--- src/rtl/mlnf_pkg.sv ---
// Package for the mono legato note filter: action and opcode codes,
// the configuration register map and record, and the glide time function.
// It depends on nothing else and is compiled first.
package mlnf_pkg;

	// Event opcodes; every other code is a plain event.
	localparam logic [1:0] OP_NOTE_ON  = 2'd0;
	localparam logic [1:0] OP_NOTE_OFF = 2'd1;

	// Result actions.
	typedef enum logic [2:0] {
		ACT_DROP     = 3'd0,
		ACT_FORWARD  = 3'd1,
		ACT_NOTE_OFF = 3'd2,
		ACT_LEGATO   = 3'd3,
		ACT_STYLE    = 3'd4
	} act_t;

	// Register indexes on the configuration port (byte address is four times these).
	localparam logic [2:0] REG_LEGATO_ENABLE  = 3'd0;
	localparam logic [2:0] REG_LOWEST_NOTE    = 3'd1;
	localparam logic [2:0] REG_HIGHEST_NOTE   = 3'd2;
	localparam logic [2:0] REG_KEYSWITCH_LOW  = 3'd3;
	localparam logic [2:0] REG_KEYSWITCH_HIGH = 3'd4;
	localparam logic [2:0] REG_LEGATO_GAP     = 3'd5;

	// Register reset values.
	localparam logic        RST_LEGATO_ENABLE  = 1'b1;
	localparam logic [6:0]  RST_LOWEST_NOTE    = 7'd28;
	localparam logic [6:0]  RST_HIGHEST_NOTE   = 7'd67;
	localparam logic [6:0]  RST_KEYSWITCH_LOW  = 7'd24;
	localparam logic [6:0]  RST_KEYSWITCH_HIGH = 7'd27;
	localparam logic [15:0] RST_LEGATO_GAP     = 16'd2646;

	// Glide and pull-off constants.
	localparam logic [8:0] SHORT_GLIDE    = 9'd6;
	localparam logic [8:0] GLIDE_PER_STEP = 9'd25;
	localparam logic [8:0] MAX_GLIDE      = 9'd280;
	localparam logic [8:0] PULL_OFF_GLIDE = 9'd8;
	localparam logic [6:0] PULL_OFF_VEL   = 7'd57;
	localparam logic [6:0] MAX_LEGATO_STEP = 7'd7;

	// Configuration record handed from the register block to the datapath.
	typedef struct packed {
		logic        legato_enable;
		logic [6:0]  lowest_note;
		logic [6:0]  highest_note;
		logic [6:0]  keyswitch_low;
		logic [6:0]  keyswitch_high;
		logic [15:0] legato_gap;
	} cfg_t;

	// Glide time in milliseconds for a pitch step of one to seven semitones.
	function automatic logic [8:0] glide_time(input logic [2:0] step);
		logic [8:0] g;
		if (step <= 3'd2) begin
			g = SHORT_GLIDE;
		end else begin
			g = GLIDE_PER_STEP * {6'd0, step};
		end
		if (g > MAX_GLIDE) begin
			g = MAX_GLIDE;
		end
		return g;
	endfunction

endpackage

--- src/rtl/mlnf_if.sv ---
// Valid/ready channel interfaces for the note filter: the note event
// item going in and the filter result item coming out. No dependencies.
interface mlnf_evt_if;
	logic        valid;
	logic        ready;
	logic [1:0]  opcode;
	logic [6:0]  note;
	logic [6:0]  velocity;
	logic [3:0]  channel;
	logic [47:0] timestamp;
	logic        voice_active;

	modport source (output valid, opcode, note, velocity, channel, timestamp,
		voice_active, input ready);
	modport sink (input valid, opcode, note, velocity, channel, timestamp,
		voice_active, output ready);
endinterface

interface mlnf_res_if;
	logic       valid;
	logic       ready;
	logic [2:0] action;
	logic [6:0] out_note;
	logic [6:0] out_velocity;
	logic [3:0] out_channel;
	logic [8:0] glide_ms;
	logic [6:0] style_index;

	modport source (output valid, action, out_note, out_velocity, out_channel,
		glide_ms, style_index, input ready);
	modport sink (input valid, action, out_note, out_velocity, out_channel,
		glide_ms, style_index, output ready);
endinterface

--- src/rtl/mono_legato_note_filter_unit.sv ---
// Top level of the mono legato note filter: sequencer, held-note memory
// and result register. Depends on mlnf_pkg, mlnf_if and mlnf_cfg_regs.
//
// The block takes one note event item and returns exactly one result item
// for it. Plain events, drops, style selects and ordinary note-ons go from
// S_DECODE straight to S_DONE, where the output register is loaded once it is
// free. A legato note-on and every playable note-off walk the held-note memory,
// one entry a cycle through its single registered read port, and then pass
// through S_PUSH or S_FINISH to S_DONE. The held notes form a ring in that
// memory, so dropping the oldest note on overflow only moves the head pointer.
// The next item is accepted as soon as a result is loaded, even while that
// result still waits on the output channel. No clearing pass follows reset:
// entries are read only after they have been written.
module mono_legato_note_filter_unit
	import mlnf_pkg::*;
#(
	parameter int HELD_DEPTH = 16
) (
	input  logic        clk,
	input  logic        arst_n,
	mlnf_evt_if.sink    note_evt,
	mlnf_res_if.source  note_res,
	input  logic        psel,
	input  logic        penable,
	input  logic        pwrite,
	input  logic [4:0]  paddr,
	input  logic [31:0] pwdata,
	output logic [31:0] prdata,
	output logic        pready
);

	localparam int PTR_W = (HELD_DEPTH > 1) ? $clog2(HELD_DEPTH) : 1;
	localparam int CNT_W = $clog2(HELD_DEPTH + 1);
	localparam logic [PTR_W-1:0] LAST_PTR = PTR_W'(HELD_DEPTH - 1);
	localparam logic [CNT_W-1:0] FULL_CNT = CNT_W'(HELD_DEPTH);

	typedef enum logic [5:0] {
		S_IDLE   = 6'b000001,
		S_DECODE = 6'b000010,
		S_WALK   = 6'b000100,
		S_PUSH   = 6'b001000,
		S_FINISH = 6'b010000,
		S_DONE   = 6'b100000
	} state_t;

	function automatic logic [PTR_W-1:0] ptr_inc(input logic [PTR_W-1:0] p);
		return (p == LAST_PTR) ? '0 : p + 1'b1;
	endfunction

	cfg_t cfg;

	mlnf_cfg_regs u_cfg (
		.clk     (clk),
		.arst_n  (arst_n),
		.psel    (psel),
		.penable (penable),
		.pwrite  (pwrite),
		.paddr   (paddr),
		.pwdata  (pwdata),
		.prdata  (prdata),
		.pready  (pready),
		.cfg     (cfg)
	);

	state_t state_q;

	// Captured input item.
	logic [1:0]  op_q;
	logic [6:0]  note_q;
	logic [6:0]  vel_q;
	logic [3:0]  ch_q;
	logic [47:0] ts_q;
	logic        active_q;

	// Filter state.
	logic             tracked_vld_q;
	logic [6:0]       tracked_q;
	logic [PTR_W-1:0] head_q;
	logic [PTR_W-1:0] tail_q;
	logic [CNT_W-1:0] count_q;
	logic [47:0]      last_on_q;
	logic             last_on_vld_q;

	// Walk over the held set.
	logic             remove_q;
	logic [PTR_W-1:0] rd_ptr_q;
	logic [PTR_W-1:0] wr_ptr_q;
	logic [CNT_W-1:0] iss_q;
	logic [CNT_W-1:0] kept_q;
	logic             rvalid_q;
	logic             found_q;
	logic [6:0]       back_q;

	// Pending result and output register.
	act_t       res_act_q;
	logic [6:0] res_note_q;
	logic [6:0] res_vel_q;
	logic [3:0] res_ch_q;
	logic [8:0] res_glide_q;
	logic [6:0] res_style_q;
	logic       out_vld_q;
	act_t       out_act_q;
	logic [6:0] out_note_q;
	logic [6:0] out_vel_q;
	logic [3:0] out_ch_q;
	logic [8:0] out_glide_q;
	logic [6:0] out_style_q;

	// Held-note memory.
	logic [6:0]       held_mem [HELD_DEPTH];
	logic [6:0]       rdata_q;
	logic             mem_we;
	logic [PTR_W-1:0] mem_waddr;
	logic [6:0]       mem_wdata;

	// Event classification.
	logic        is_on;
	logic        is_off;
	logic        is_ks;
	logic        in_range;
	logic [48:0] ts_diff;
	logic        time_ok;
	logic [6:0]  step;
	logic        legato_go;
	logic        walk_done;
	logic        note_match;
	logic        accept;
	logic        load_out;

	assign accept   = note_evt.valid && note_evt.ready;
	assign load_out = (state_q == S_DONE) && (!out_vld_q || note_res.ready);

	assign is_on    = (op_q == OP_NOTE_ON) && (vel_q != 7'd0);
	assign is_off   = (op_q == OP_NOTE_OFF) || ((op_q == OP_NOTE_ON) && (vel_q == 7'd0));
	assign is_ks    = (note_q >= cfg.keyswitch_low) && (note_q <= cfg.keyswitch_high);
	assign in_range = (note_q >= cfg.lowest_note) && (note_q <= cfg.highest_note);

	// Signed time since the last note-on must exceed the gap.
	assign ts_diff = {1'b0, ts_q} - {1'b0, last_on_q};
	assign time_ok = !last_on_vld_q || ($signed(ts_diff) > $signed({33'd0, cfg.legato_gap}));

	assign step = (note_q > tracked_q) ? (note_q - tracked_q) : (tracked_q - note_q);
	assign legato_go = cfg.legato_enable && tracked_vld_q && time_ok && active_q &&
		(step != 7'd0) && (step <= MAX_LEGATO_STEP);

	assign walk_done  = (iss_q == count_q) && !rvalid_q;
	assign note_match = tracked_vld_q && (tracked_q == note_q);

	// Memory write port.
	always_comb begin
		mem_we    = 1'b0;
		mem_waddr = head_q;
		mem_wdata = note_q;
		case (state_q)
			S_DECODE: begin
				// An ordinary note-on restarts the held set with this note.
				mem_we = is_on && !is_ks && in_range && !legato_go;
			end
			S_WALK: begin
				if (remove_q && rvalid_q && (rdata_q != note_q)) begin
					mem_we    = 1'b1;
					mem_waddr = wr_ptr_q;
					mem_wdata = rdata_q;
				end
			end
			S_PUSH: begin
				mem_we    = !found_q;
				mem_waddr = tail_q;
			end
			default: ;
		endcase
	end

	always_ff @(posedge clk) begin
		if (mem_we) begin
			held_mem[mem_waddr] <= mem_wdata;
		end
		rdata_q <= held_mem[rd_ptr_q];
	end

	// Capture of the input item.
	always_ff @(posedge clk) begin
		if (accept) begin
			op_q     <= note_evt.opcode;
			note_q   <= note_evt.note;
			vel_q    <= note_evt.velocity;
			ch_q     <= note_evt.channel;
			ts_q     <= note_evt.timestamp;
			active_q <= note_evt.voice_active;
		end
	end

	// Sequencer and filter state.
	always_ff @(posedge clk or negedge arst_n) begin
		if (!arst_n) begin
			state_q       <= S_IDLE;
			tracked_vld_q <= 1'b0;
			head_q        <= '0;
			tail_q        <= '0;
			count_q       <= '0;
			last_on_vld_q <= 1'b0;
			last_on_q     <= '0;
			rvalid_q      <= 1'b0;
			iss_q         <= '0;
		end else begin
			case (state_q)
				S_IDLE: begin
					if (accept) begin
						state_q <= S_DECODE;
					end
				end
				S_DECODE: begin
					state_q  <= S_DONE;
					rd_ptr_q <= head_q;
					wr_ptr_q <= head_q;
					iss_q    <= '0;
					kept_q   <= '0;
					rvalid_q <= 1'b0;
					found_q  <= 1'b0;
					if (is_on && !is_ks && in_range) begin
						tracked_vld_q <= 1'b1;
						tracked_q     <= note_q;
						last_on_q     <= ts_q;
						last_on_vld_q <= 1'b1;
						if (legato_go) begin
							remove_q <= 1'b0;
							state_q  <= S_WALK;
						end else begin
							count_q <= CNT_W'(1);
							tail_q  <= ptr_inc(head_q);
						end
					end else if (is_off && !is_ks && in_range) begin
						remove_q <= 1'b1;
						state_q  <= S_WALK;
					end
				end
				S_WALK: begin
					if (iss_q != count_q) begin
						rd_ptr_q <= ptr_inc(rd_ptr_q);
						iss_q    <= iss_q + 1'b1;
						rvalid_q <= 1'b1;
					end else begin
						rvalid_q <= 1'b0;
					end
					if (rvalid_q) begin
						if (!remove_q) begin
							if (rdata_q == note_q) begin
								found_q <= 1'b1;
							end
						end else if (rdata_q != note_q) begin
							wr_ptr_q <= ptr_inc(wr_ptr_q);
							kept_q   <= kept_q + 1'b1;
							back_q   <= rdata_q;
						end
					end
					if (walk_done) begin
						state_q <= remove_q ? S_FINISH : S_PUSH;
					end
				end
				S_PUSH: begin
					// Append at the tail; a full ring drops its oldest entry.
					if (!found_q) begin
						tail_q <= ptr_inc(tail_q);
						if (count_q == FULL_CNT) begin
							head_q <= ptr_inc(head_q);
						end else begin
							count_q <= count_q + 1'b1;
						end
					end
					state_q <= S_DONE;
				end
				S_FINISH: begin
					count_q <= kept_q;
					tail_q  <= wr_ptr_q;
					if (note_match) begin
						if (kept_q != '0) begin
							if (active_q) begin
								tracked_q <= back_q;
							end
						end else begin
							tracked_vld_q <= 1'b0;
						end
					end
					state_q <= S_DONE;
				end
				S_DONE: begin
					if (load_out) begin
						state_q <= S_IDLE;
					end
				end
				default: state_q <= S_IDLE;
			endcase
		end
	end

	// Result selection.
	always_ff @(posedge clk) begin
		case (state_q)
			S_DECODE: begin
				res_act_q   <= ACT_FORWARD;
				res_note_q  <= note_q;
				res_vel_q   <= vel_q;
				res_ch_q    <= ch_q;
				res_glide_q <= '0;
				res_style_q <= '0;
				if (is_on) begin
					if (is_ks) begin
						res_act_q   <= ACT_STYLE;
						res_style_q <= note_q - cfg.keyswitch_low;
					end else if (!in_range) begin
						res_act_q  <= ACT_DROP;
						res_note_q <= '0;
						res_vel_q  <= '0;
						res_ch_q   <= '0;
					end else if (legato_go) begin
						res_act_q   <= ACT_LEGATO;
						res_glide_q <= glide_time(step[2:0]);
					end
				end else if (is_off && (is_ks || !in_range)) begin
					res_act_q  <= ACT_DROP;
					res_note_q <= '0;
					res_vel_q  <= '0;
					res_ch_q   <= '0;
				end
			end
			S_FINISH: begin
				if (note_match) begin
					if (kept_q != '0) begin
						if (active_q) begin
							res_act_q   <= ACT_LEGATO;
							res_note_q  <= back_q;
							res_vel_q   <= PULL_OFF_VEL;
							res_glide_q <= PULL_OFF_GLIDE;
						end
					end else begin
						res_act_q  <= ACT_NOTE_OFF;
						res_note_q <= tracked_q;
					end
				end
			end
			default: ;
		endcase
	end

	// Output register: holds a result until the sink takes it.
	always_ff @(posedge clk or negedge arst_n) begin
		if (!arst_n) begin
			out_vld_q <= 1'b0;
		end else if (load_out) begin
			out_vld_q <= 1'b1;
		end else if (note_res.ready) begin
			out_vld_q <= 1'b0;
		end
	end

	always_ff @(posedge clk) begin
		if (load_out) begin
			out_act_q   <= res_act_q;
			out_note_q  <= res_note_q;
			out_vel_q   <= res_vel_q;
			out_ch_q    <= res_ch_q;
			out_glide_q <= res_glide_q;
			out_style_q <= res_style_q;
		end
	end

	assign note_evt.ready        = (state_q == S_IDLE);
	assign note_res.valid        = out_vld_q;
	assign note_res.action       = out_act_q;
	assign note_res.out_note     = out_note_q;
	assign note_res.out_velocity = out_vel_q;
	assign note_res.out_channel  = out_ch_q;
	assign note_res.glide_ms     = out_glide_q;
	assign note_res.style_index  = out_style_q;

endmodule

--- src/rtl/mlnf_cfg_regs.sv ---
// APB-style configuration registers of the note filter.
// Depends on mlnf_pkg for the register map and the configuration record.
module mlnf_cfg_regs
	import mlnf_pkg::*;
(
	input  logic        clk,
	input  logic        arst_n,
	input  logic        psel,
	input  logic        penable,
	input  logic        pwrite,
	input  logic [4:0]  paddr,
	input  logic [31:0] pwdata,
	output logic [31:0] prdata,
	output logic        pready,
	output cfg_t        cfg
);

	cfg_t       cfg_q;
	logic       wr_en;
	logic [2:0] reg_idx;

	assign pready  = 1'b1;
	assign wr_en   = psel && penable && pwrite;
	assign reg_idx = paddr[4:2];
	assign cfg     = cfg_q;

	// Register writes in the access phase.
	always_ff @(posedge clk or negedge arst_n) begin
		if (!arst_n) begin
			cfg_q.legato_enable  <= RST_LEGATO_ENABLE;
			cfg_q.lowest_note    <= RST_LOWEST_NOTE;
			cfg_q.highest_note   <= RST_HIGHEST_NOTE;
			cfg_q.keyswitch_low  <= RST_KEYSWITCH_LOW;
			cfg_q.keyswitch_high <= RST_KEYSWITCH_HIGH;
			cfg_q.legato_gap     <= RST_LEGATO_GAP;
		end else if (wr_en) begin
			case (reg_idx)
				REG_LEGATO_ENABLE:  cfg_q.legato_enable  <= pwdata[0];
				REG_LOWEST_NOTE:    cfg_q.lowest_note    <= pwdata[6:0];
				REG_HIGHEST_NOTE:   cfg_q.highest_note   <= pwdata[6:0];
				REG_KEYSWITCH_LOW:  cfg_q.keyswitch_low  <= pwdata[6:0];
				REG_KEYSWITCH_HIGH: cfg_q.keyswitch_high <= pwdata[6:0];
				REG_LEGATO_GAP:     cfg_q.legato_gap     <= pwdata[15:0];
				default: ;
			endcase
		end
	end

	// Read-back multiplexer.
	always_comb begin
		case (reg_idx)
			REG_LEGATO_ENABLE:  prdata = {31'd0, cfg_q.legato_enable};
			REG_LOWEST_NOTE:    prdata = {25'd0, cfg_q.lowest_note};
			REG_HIGHEST_NOTE:   prdata = {25'd0, cfg_q.highest_note};
			REG_KEYSWITCH_LOW:  prdata = {25'd0, cfg_q.keyswitch_low};
			REG_KEYSWITCH_HIGH: prdata = {25'd0, cfg_q.keyswitch_high};
			REG_LEGATO_GAP:     prdata = {16'd0, cfg_q.legato_gap};
			default:            prdata = 32'd0;
		endcase
	end

endmodule

--- src/flat_wrapper.sv ---
// flat-port wrapper written by rule: the top's interface ports become plain ports
module mono_legato_note_filter_unit_flat import mlnf_pkg::*;
#(
	parameter int HELD_DEPTH = 16
)
  (clk, arst_n, psel, penable, pwrite, paddr, pwdata, prdata, pready, note_evt_valid, note_evt_opcode, note_evt_note, note_evt_velocity, note_evt_channel, note_evt_timestamp, note_evt_voice_active, note_evt_ready, note_res_valid, note_res_action, note_res_out_note, note_res_out_velocity, note_res_out_channel, note_res_glide_ms, note_res_style_index, note_res_ready);
  mlnf_evt_if note_evt_i ();
  mlnf_res_if note_res_i ();
  input  logic clk;
  input  logic arst_n;
  input  logic psel;
  input  logic penable;
  input  logic pwrite;
  input  logic [4:0] paddr;
  input  logic [31:0] pwdata;
  output logic [31:0] prdata;
  output logic pready;
  input wire logic [$bits(note_evt_i.valid)-1:0] note_evt_valid;
  input wire logic [$bits(note_evt_i.opcode)-1:0] note_evt_opcode;
  input wire logic [$bits(note_evt_i.note)-1:0] note_evt_note;
  input wire logic [$bits(note_evt_i.velocity)-1:0] note_evt_velocity;
  input wire logic [$bits(note_evt_i.channel)-1:0] note_evt_channel;
  input wire logic [$bits(note_evt_i.timestamp)-1:0] note_evt_timestamp;
  input wire logic [$bits(note_evt_i.voice_active)-1:0] note_evt_voice_active;
  output wire logic [$bits(note_evt_i.ready)-1:0] note_evt_ready;
  output wire logic [$bits(note_res_i.valid)-1:0] note_res_valid;
  output wire logic [$bits(note_res_i.action)-1:0] note_res_action;
  output wire logic [$bits(note_res_i.out_note)-1:0] note_res_out_note;
  output wire logic [$bits(note_res_i.out_velocity)-1:0] note_res_out_velocity;
  output wire logic [$bits(note_res_i.out_channel)-1:0] note_res_out_channel;
  output wire logic [$bits(note_res_i.glide_ms)-1:0] note_res_glide_ms;
  output wire logic [$bits(note_res_i.style_index)-1:0] note_res_style_index;
  input wire logic [$bits(note_res_i.ready)-1:0] note_res_ready;
  assign note_evt_i.valid = note_evt_valid;
  assign note_evt_i.opcode = note_evt_opcode;
  assign note_evt_i.note = note_evt_note;
  assign note_evt_i.velocity = note_evt_velocity;
  assign note_evt_i.channel = note_evt_channel;
  assign note_evt_i.timestamp = note_evt_timestamp;
  assign note_evt_i.voice_active = note_evt_voice_active;
  assign note_evt_ready = note_evt_i.ready;
  assign note_res_valid = note_res_i.valid;
  assign note_res_action = note_res_i.action;
  assign note_res_out_note = note_res_i.out_note;
  assign note_res_out_velocity = note_res_i.out_velocity;
  assign note_res_out_channel = note_res_i.out_channel;
  assign note_res_glide_ms = note_res_i.glide_ms;
  assign note_res_style_index = note_res_i.style_index;
  assign note_res_i.ready = note_res_ready;
  mono_legato_note_filter_unit #(.HELD_DEPTH(HELD_DEPTH)) u_core (.clk(clk), .arst_n(arst_n), .note_evt(note_evt_i), .note_res(note_res_i), .psel(psel), .penable(penable), .pwrite(pwrite), .paddr(paddr), .pwdata(pwdata), .prdata(prdata), .pready(pready));
endmodule
--- config.mk ---
export PLATFORM = sky130hd
export DESIGN_NAME = mono_legato_note_filter_unit_flat
export DESIGN_NICKNAME = d
export VERILOG_FILES = /design/src/rtl/mlnf_pkg.sv /design/src/rtl/mlnf_if.sv /design/src/rtl/mono_legato_note_filter_unit.sv /design/src/rtl/mlnf_cfg_regs.sv /design/src/flat_wrapper.sv
export SDC_FILE = /design/constraint.sdc
export NUM_CORES = 1
export LEC_CHECK = 0
export BUFFER_PORTS_ARGS = -buffer_cell sky130_fd_sc_hd__buf_4
export CORE_AREA = 2 2 320 164
export CTS_CLUSTER_DIAMETER = 30
export DETAILED_ROUTE_END_ITERATION = 10
export DIE_AREA = 0 0 322 166
export PLACE_DENSITY = 0.66
export SYNTH_ARGS = -nofsm -noshare
export SYNTH_HDL_FRONTEND = slang
export SYNTH_HIERARCHICAL = 1
export SYNTH_SLANG_ARGS = --single-unit
--- constraint.sdc ---
create_clock -name clk -period 14.8 [get_ports clk]
set_input_delay 1.48 -clock clk [delete_from_list [all_inputs] [get_ports clk]]
set_output_delay 1.48 -clock clk [all_outputs]
set_load 0.02 [all_outputs]
# Word level (Yosys, flattened, before mapping)
# Memories as Yosys holds them, arrays and structs flattened. A register that Yosys moved wholly into a read port is not among the register bits.
# Cells that the tools add are included.
# totals
ff_bits,293
ramBits,112
output_inout_bits,72
elab_cells,279
n_memories,1
# op_classes
n_addsub,11
multipliers,1
order_cmp,9
n_eq_ne,41
mux,106
bitwise,1
n_reduce_logical,68
# mem_list
name,depth,word_bits,rd,rd_ports_with_merged_regs,wr,line_no,text
u_core.held_mem,16,7,1,1,1,mono_legato_note_filter_unit.sv:110,logic [6:0] held_mem [HELD_DEPTH];
# op_table
cell,n
$mux W7,20
$mux W9,13
$pmux W16 S6,1
$mux W4,16
$gt A49 B17 Y1,1
$sub A48 B48 Y49,1
$mux W5,9
$pmux W7 S2,3
$mux W6,6
$pmux W6 S5,1
$ne A2 B1 Y1 const B,12
$pmux W4 S2,3
$logic_and A1 B1 Y1,23
$sub A7 B7 Y7,3
$pmux W5 S2,2
$reduce_and A5 Y1,4
$mux W3,6
$pmux W9 S2,1
$reduce_and A2 Y1,9
$add A4 B1 Y4 const B,4
$eq A4 B4 Y1 const B,4
$mux W1,16
$reduce_and A4 Y1,4
$add A5 B1 Y5 const B,3
other kinds (44),72

# Depth between registers and ports, before layout
# Gate-level depths: netlist of the first run.
# logic_depth
word_depth,19
ltp_mapped,24

# Modules after synthesis
# Netlist of the first run, hierarchy kept.
# modules_own_cells
module,n_inst,cells_per_inst,area_per_inst_um2,seq_area_each_um2
mono_legato_note_filter_unit,1,1832,20235.7,10511.3
mlnf_cfg_regs,1,172,2294.7,1149.9

# Worst setup path before layout of the first run
# OpenSTA, ideal clock, no wires.
# synth_timing
path_kind,register to register
startpoint,register u_core.ts_q[0]
endpoint,memory u_core.held_mem[5][0] (enable)
arrival_ns,4.877
required_time_ns,14.420
path_slack_ns,9.543
path_stages_with_launch,25
n_path_buf,1
period_less_slack_ns,5.257
cell_sequence,edfxtp_1 inv_1 ha_1 fa_1 nand2b_1 a21oi_2 o21a_1 o21ai_0 nand2b_1 a21oi_1 o21bai_1 xor2_1 ha_1 a21o_1 a21o_1 a211oi_1 o211ai_1 a211o_1 nor4_1 and4_1 nand4_2 a31oi_4 nor2_4 buf_6 nor3_1
# synth_via
elab_chain_len,12
# synth_lines
element,line_no,text
from (decl),mono_legato_note_filter_unit.sv:72,logic [47:0] ts_q;
from (signal assigned),mono_legato_note_filter_unit.sv:188,ts_q <= note_evt.timestamp;
$sub A48 B48 Y49,mono_legato_note_filter_unit.sv:139,"assign ts_diff = {1'b0, ts_q} - {1'b0, last_on_q};"
$gt A49 B17 Y1,mono_legato_note_filter_unit.sv:140,"assign time_ok = !last_on_vld_q || ($signed(ts_diff) > $signed({33'd0, cfg.legato_gap}));"
$logic_or A1 B1 Y1,mono_legato_note_filter_unit.sv:140,
$logic_and A1 B1 Y1 (3 in series),mono_legato_note_filter_unit.sv:143,assign legato_go = cfg.legato_enable && tracked_vld_q && time_ok && active_q &&
$logic_and A1 B1 Y1,mono_legato_note_filter_unit.sv:144,(step != 7'd0) && (step <= MAX_LEGATO_STEP);
$logic_not A1 Y1,mono_legato_note_filter_unit.sv:157,mem_we = is_on && !is_ks && in_range && !legato_go;
$logic_and A1 B1 Y1,mono_legato_note_filter_unit.sv:157,
$pmux W1 S3,mono_legato_note_filter_unit.sv:154,case (state_q)
$mux W1,mono_legato_note_filter_unit.sv:175,if (mem_we) begin
$mux W1 (implied by the code),mono_legato_note_filter_unit.sv:176,held_mem[mem_waddr] <= mem_wdata;
to (decl),mono_legato_note_filter_unit.sv:110,
# Every way passes these cells.

# Worst setup path after layout of the first run
# layout_timing
startpoint,register u_core.ts_q[0]
endpoint,memory u_core.held_mem[11][5] (enable)
# Same word-level chain as after synthesis.

==> results.sh, run 1 <==
export IMPL_p_leak_nw=10.3
export IMPL_place_worst_setup_slack_ns=8.13
export IMPL_layout_drive_gt1_share=0.197
export IMPL_crit_required_ns=15.02
export IMPL_switchingPower_mw=2.00
export IMPL_ctsHoldBuffers=0
export IMPL_worstMarginPinSlew_ns=1.27
export IMPL_cts_made_buffers=60
export IMPL_arrival_ns=6.97
export IMPL_finalCriticalPeriod_ns=6.75
export IMPL_tns_ns=0
export IMPL_rsz0062_at_grt="false"
export IMPL_critPathMaxStageDelay_ns=1.03
export IMPL_p_seq_frac=0.310
export IMPL_cp_end_kind="flop"
export IMPL_postLayoutCoreUtil=0.513
export IMPL_cp_max_fo=16
export IMPL_root_buffer="clkbuf_16"
export IMPL_grt_usage=0.228
export IMPL_p_int_mw=3.03
export IMPL_syn_to_final_growth_pct=16.1
export IMPL_report_final_hold_viol_count=0
export IMPL_clock_power_share=0.284
export IMPL_synth_seq_cells=410
export IMPL_maxCapViolations=0
export IMPL_vias=16545
export IMPL_start_util=0.442
export IMPL_power_frac_comb=0.406
export IMPL_fillCellCount=4521
export IMPL_h_tree_depth=2
export IMPL_crit_family="compound AO/OA/AOI/OAI gates"
export IMPL_cts_resized=0
export IMPL_fmax_mhz=148
export IMPL_clkSinkCount=410
export IMPL_netlist_area_sq_mm=0.0225
export IMPL_io_pins=185
export IMPL_syn_area_per_cell_sq_um=11.2
export IMPL_final_common_cell="edfxtp_1"
export IMPL_crit_type="reg -> reg"
export IMPL_std_cell_rows=59
export IMPL_synthCells=2004
export IMPL_grt_pass1_vias=15694
export IMPL_clkLatencyLatePin_ns=0.62
export IMPL_grt_pass1_wl_mm=93.9
export IMPL_drtIter0Drc=1896
export IMPL_cts_setup_buffers=0
export IMPL_synth_edf_count=282
export IMPL_grt_max_degree=97
export IMPL_io_buffers=148
export IMPL_viasPerCell=5.76
export IMPL_grt_antenna_before_repair=1
export IMPL_yosysSeqAreaShare=0.518
export IMPL_cp_buffers_inverters=1
export IMPL_core_area_sq_mm=0.0509
export IMPL_routabilityCongestion=0.980
export IMPL_holdCritPathClass="reg -> reg"
export IMPL_cts_clk_slew_worst_paths_ns=0.07
export IMPL_layout_common_cells="282 x edfxtp_1, 201 x nand2_1, 164 x buf_4"
export IMPL_dieArea_sq_mm=0.0535
export IMPL_cts_buffer_depth=3
export IMPL_synth_top_flop_cell="edfxtp_1"
export IMPL_slew_headroom=0.147
export IMPL_drv_slew=0
export IMPL_sw_frac_of_total=0.398
export IMPL_num_antenna_cells=0
export IMPL_ys_warn_count=6
export IMPL_power_density_mw_per_mm2=192
export IMPL_antenna_left=0
export IMPL_wl_per_cell_um=21.2
export IMPL_path_cells="inv_1 -> ha_1 -> fa_1 -> nand2b_1 -> a21oi_2 -> o21a_1 -> o21ai_0 -> nand2b_1 -> a21oi_1 -> o21bai_1 -> xor2_1 -> ha_1 -> a21o_1 -> a21o_1 -> a211oi_1 -> o211ai_1 -> a211o_1 -> nor4_1 -> and4_1 -> nand4_2 -> a31oi_4 -> nor2_4 -> nor3_1"
export IMPL_dr_pass1_iters=6
export IMPL_yosysUniqueCellTypes=112
export IMPL_setup_slack_ns=8.05
export IMPL_die_h_um=166
export IMPL_fin_nets=2389
export IMPL_cp_slowest_cell="nor3_1"
export IMPL_finalCritPeriodShare=0.456
export IMPL_fin_hold_ws_ns=0.422
export IMPL_totalWireLength_mm=60.8
export IMPL_status="finished clean"
export IMPL_finalSetupViolations=0
export IMPL_clock_skew_ns=0.0389
export IMPL_drc=0
export IMPL_fp_dieW_um=322
export IMPL_async_flop_share=0.295
export IMPL_cts_tree="done"
export IMPL_peakVddDrop_v=0.0000915
export IMPL_grt_remaining_overflow=0
export IMPL_dpl_hpwl_mm=45.9
export IMPL_start_kind="flop"
power groups by stage:
stage | combinational, mW | sequential (mW) | clock (mW)
after global placement | 1.93 | 1.57 | 0
after CTS | 1.98 | 1.56 | 1.46
after global routing | 2.22 | 1.58 | 1.52
after floorplan | 1.44 | 1.54 | 0
after detailed placement | 1.96 | 1.58 | 0
final | 2.04 | 1.56 | 1.43
state kept, by name (all words and copies together), names as in the netlist, 8 cells and up:
| register | count |
|---|---|
| u_core/held_mem | 112 |
| u_core/last_on_q | 48 |
| u_core/res_glide_q | 8 |
| u_core/u_cfg/cfg | 45 |
| u_core/note_res.glide_ms | 8 |
| u_core/ts_q | 48 |
cells in the mapped netlist (16+ instances only):
| master | n | share of area |
|---|---|---|
| clkbuf_1 | 32 | 0.0053 |
| o21a_1 | 25 | 0.0083 |
| nand2_1 | 201 | 0.033 |
| nand4_1 | 30 | 0.0083 |
| nor4_1 | 16 | 0.0044 |
| and2_1 | 25 | 0.0069 |
| a21oi_1 | 101 | 0.022 |
| ha_1 | 123 | 0.068 |
| buf_2 | 16 | 0.0036 |
| o21ai_0 | 141 | 0.031 |
| edfxtp_1 | 282 | 0.38 |
| nor2_1 | 108 | 0.018 |
| a22oi_1 | 17 | 0.0057 |
| dfstp_2 | 20 | 0.023 |
| xor2_1 | 28 | 0.011 |
| nor3_1 | 40 | 0.0089 |
| inv_1 | 132 | 0.022 |
| xnor2_1 | 23 | 0.0089 |
| mux2_2 | 51 | 0.025 |
| nand3_1 | 45 | 0.010 |
| dfrtp_1 | 101 | 0.11 |
| a21o_1 | 28 | 0.0093 |
| mux2i_1 | 54 | 0.024 |
| buf_4 | 23 | 0.0077 |
| nand2b_1 | 20 | 0.0056 |
worst register-to-register path: cells and delay by family (launching register included):
kind                     cells  cell delay, ns
AO/OA/AOI/OAI               11            2.54
XOR/XNOR                     1            0.20
adder cells (fa/ha/maj)      3            0.91
buffers and inverters        1            0.05
flip-flops                   1            0.35
AND/OR/NAND/NOR              7            2.31
final timing paths:
path | start | end | slack, ns | cells past startpoint
max | u_core/ts_q[0] | u_core/held_mem[11][5] | 8.05 | 23
min | u_core/res_ch_q[2] | u_core/note_res.out_channel[2] | 0.42 | 0
max reg2reg | u_core/ts_q[0] | u_core/held_mem[11][5] | 8.05 | 23
min reg2reg | u_core/res_ch_q[2] | u_core/note_res.out_channel[2] | 0.42 | 0
max in group asynchronous | arst_n | u_core/last_on_q[27] | 13.00 | 2
min in group asynchronous | arst_n | u_core/tracked_vld_q | 0.73 | 1
kinds of logic after synthesis:
kind of cell             synth area share
AND/OR/NAND/NOR                     0.133
AO/OA/AOI/OAI                       0.138
flip-flops                          0.518
buffers and inverters              0.0491
multiplexers                       0.0703
adder cells (fa/ha/maj)            0.0719
XOR/XNOR                           0.0198
other                            0.000500
metrics by stage:
stage                     cells  power [mW]  cell area [sq um]
after global routing       2871        5.32              26100
after floorplan            2019        2.99              22600
after CTS                  2871        5.00              26100
after global placement     2758        3.50              24100
after detailed placement   2758        3.54              24100
final                      2871        5.03              26100
final cells by class:
cell class | instances | area [sq um] | area share
Clock buffer | 69 | 1600 | 0.0611
Clock inverter | 44 | 477 | 0.0182
Inverter | 132 | 495 | 0.0189
Multi-Input combinational cell | 1381 | 9850 | 0.377
Sequential cell | 410 | 11700 | 0.446
Tap cell | 671 | 840 | 0.0321
Timing Repair Buffer | 164 | 1230 | 0.0471
metal layers:
layer | up-vias | routed length (um) | GRT usage
met5 | - | 13 | 0
met4 | 2 | 1090 | 0.0471
met3 | 89 | 6870 | 0.0679
met2 | 717 | 22100 | 0.279
met1 | 8047 | 30700 | 0.380
li1 | 7690 | - | -
(Power assumes the default switching activity.)
==> inputs of run 2 (changes only) <==
Settings changed: PLACE_DENSITY 0.66 to 0.69.
Clock period 14.8 ns to 6.1 ns, I/O delays scaled along.
==> run 2 against run 1 <==
  * Hold slack lost 0.24 ns
  * Clock-buffer cell count shrank 3
  * Clock skew shrank 0.013 ns
  * Total power grew 140%
  * First-iteration DRC count shrank 6.6%
  * Final area grew 0.57%
  * Clock power grew 140%
  * Combinational power grew 150%
  * Critical path type unchanged
  * Largest power group unchanged
==> results.sh, run 2 (same netlist as run 1, synthesis figures left out) <==
export IMPL_status="finished clean"
export IMPL_viasPerCell=5.74
export IMPL_finalInstanceArea_sq_mm=0.0263
export IMPL_cp_buffers_inverters=1
export IMPL_cp_max_fo=16
export IMPL_grt_antenna_before_repair=0
export IMPL_cts_tree="done"
export IMPL_dr_pass1_iters=6
export IMPL_worstMarginPinSlew_ns=1.30
export IMPL_postLayoutCoreUtil=0.516
export IMPL_path_cells="ha_1 -> nand4_1 -> or3_4 -> nor4_1 -> a31o_1 -> nor2_1 -> a2111oi_0 -> and4b_2 -> nand4_2 -> a31oi_4 -> nor2_4 -> nor3_1 -> buf_4"
export IMPL_std_cell_rows=59
export IMPL_cts_buffer_depth=3
export IMPL_routabilityCongestion=0.980
export IMPL_arrival_ns=6.16
export IMPL_dpl_hpwl_mm=46.0
export IMPL_largestRegisters="u_core/held_mem: 112 flops, u_core/last_on_q: 48 flops, u_core/ts_q: 48 flops"
export IMPL_clock_skew_ns=0.0257
export IMPL_root_buffer="clkbuf_16"
export IMPL_dp_cells=2783
export IMPL_drtIter0Drc=1771
export IMPL_slew_headroom=0.133
export IMPL_finalSetupViolations=0
export IMPL_clkLatencyLatePin_ns=0.61
export IMPL_grt_max_degree=98
export IMPL_maxCapViolations=0
export IMPL_cp_end_kind="flop"
export IMPL_layout_common_cells="282 x edfxtp_1, 201 x nand2_1, 190 x buf_4"
export IMPL_grt_usage=0.229
export IMPL_io_pins=185
export IMPL_totalWireLength_mm=61.5
export IMPL_start_util=0.442
export IMPL_peakVddDrop_v=0.000268
export IMPL_grt_pass1_vias=15875
export IMPL_drv_slew=0
export IMPL_finalCritPeriodShare=0.957
export IMPL_critPathMaxStageDelay_ns=0.75
export IMPL_crit_type="reg -> reg"
export IMPL_report_final_hold_viol_count=0
export IMPL_clkSinkCount=410
export IMPL_tns_ns=0
export IMPL_wl_per_cell_um=21.2
export IMPL_rsz0062_at_grt="false"
export IMPL_dieArea_sq_mm=0.0535
export IMPL_fin_cells=2896
export IMPL_antenna_left=0
export IMPL_h_tree_depth=2
export IMPL_grt_pass1_wl_mm=94.4
export IMPL_p_leak_nw=10.4
export IMPL_io_buffers=148
export IMPL_final_common_cell="edfxtp_1"
export IMPL_fp_dieW_um=322
export IMPL_top_register="u_core/held_mem"
export IMPL_die_h_um=166
export IMPL_layout_drive_gt1_share=0.205
export IMPL_core_area_sq_mm=0.0509
export IMPL_cp_slowest_cell="a2111oi_0"
export IMPL_vias=16637
export IMPL_cts_clk_slew_worst_paths_ns=0.06
export IMPL_largest_reg_flops=112
export IMPL_syn_to_final_growth_pct=16.7
export IMPL_crit_required_ns=6.42
export IMPL_fin_nets=2414
export IMPL_finalCriticalPeriod_ns=5.84
export IMPL_drc=0
export IMPL_cts_made_buffers=58
export IMPL_place_area_sq_mm=0.0243
export IMPL_power_density_mw_per_mm2=466
export IMPL_holdCritPathClass="in -> reg"
export IMPL_grt_remaining_overflow=0
export IMPL_crit_family="simple AND/OR/NAND/NOR gates"
export IMPL_fmax_mhz=171
export IMPL_start_kind="flop"
run 2: changes by cell type in the layout (fill, tap and decap cells not counted), sizes merged:
cell	previous run	this run
clkinv	21	16
dlygate4sd3	0	1
inv	146	153
clkbuf	69	66
bufinv	3	4
diode	0	1
clkinvlp	6	3
buf	164	190
run 2: per-layer routing:
layer | part of all wire | vias up | track usage
li1 | - | 7720 | -
met1 | 0.49 | 8049 | 0.375
met2 | 0.37 | 793 | 0.284
met3 | 0.13 | 75 | 0.0776
met4 | 0.016 | 0 | 0.0416
met5 | 0 | - | 0.00444
run 2: worst paths after layout:
kind	start	to	depth (start not counted)	slack, ns
setup / recovery	u_core/ts_q[30]	u_core/held_mem[2][3]	13	0.26
hold / removal	note_evt_note[1]	u_core/note_q[1]	1	0.18
max in group asynchronous	arst_n	u_core/last_on_q[42]	3	4.53
min in group asynchronous	arst_n	u_core/u_cfg/cfg[32]	2	0.47
hold reg to reg	u_core/res_vel_q[3]	u_core/note_res.out_velocity[3]	0	0.42
setup reg to reg	u_core/ts_q[30]	u_core/held_mem[2][3]	13	0.26
run 2: timing repair:
item / 4_1_cts / 5_1_grt
buffers inserted: 0 / 1
gates resized for setup: 0 / 0
hold endpoints to repair: 14 / 0
endpoints found under the setup margin: 0 / 95
hold buffers: 1 / 0
run 2: layout make-up:
cell class                      count  area, sq um
Timing Repair Buffer              191         1440
Inverter                          132          495
Multi-Input combinational cell   1381         9850
Tap cell                          671          840
Antenna cell                        1         2.50
Clock buffer                       66         1500
Sequential cell                   410        11700
Fill cell                        4433        24600
Clock inverter                     44          514
run 2: worst reg2reg max path: stages, from the launching register on:
cell and delay (ns):
edfxtp_1 0.40, ha_1 0.62, nand4_1 0.45, or3_4 0.53
nor4_1 0.58, a31o_1 0.51, nor2_1 0.09, a2111oi_0 0.75
and4b_2 0.41, nand4_2 0.20, a31oi_4 0.39, nor2_4 0.17
nor3_1 0.27, buf_4 0.21
run 2: through the flow:
stage	setup WS [ns]	power, mW	hold slack [ns]
after floorplan	0.843	7.25	0.314
after global placement	0.465	8.55	0.404
after detailed placement	0.394	8.64	0.406
after global routing	0.00716	12.9	0.150
final	0.260	12.3	0.178
after CTS	0.386	12.1	0.146
run 2: report_power, final:
group	switching [mW]	internal [mW]
clock network	1.42	2.01
registers	0.235	3.52
logic	3.27	1.80
total	4.93	7.33
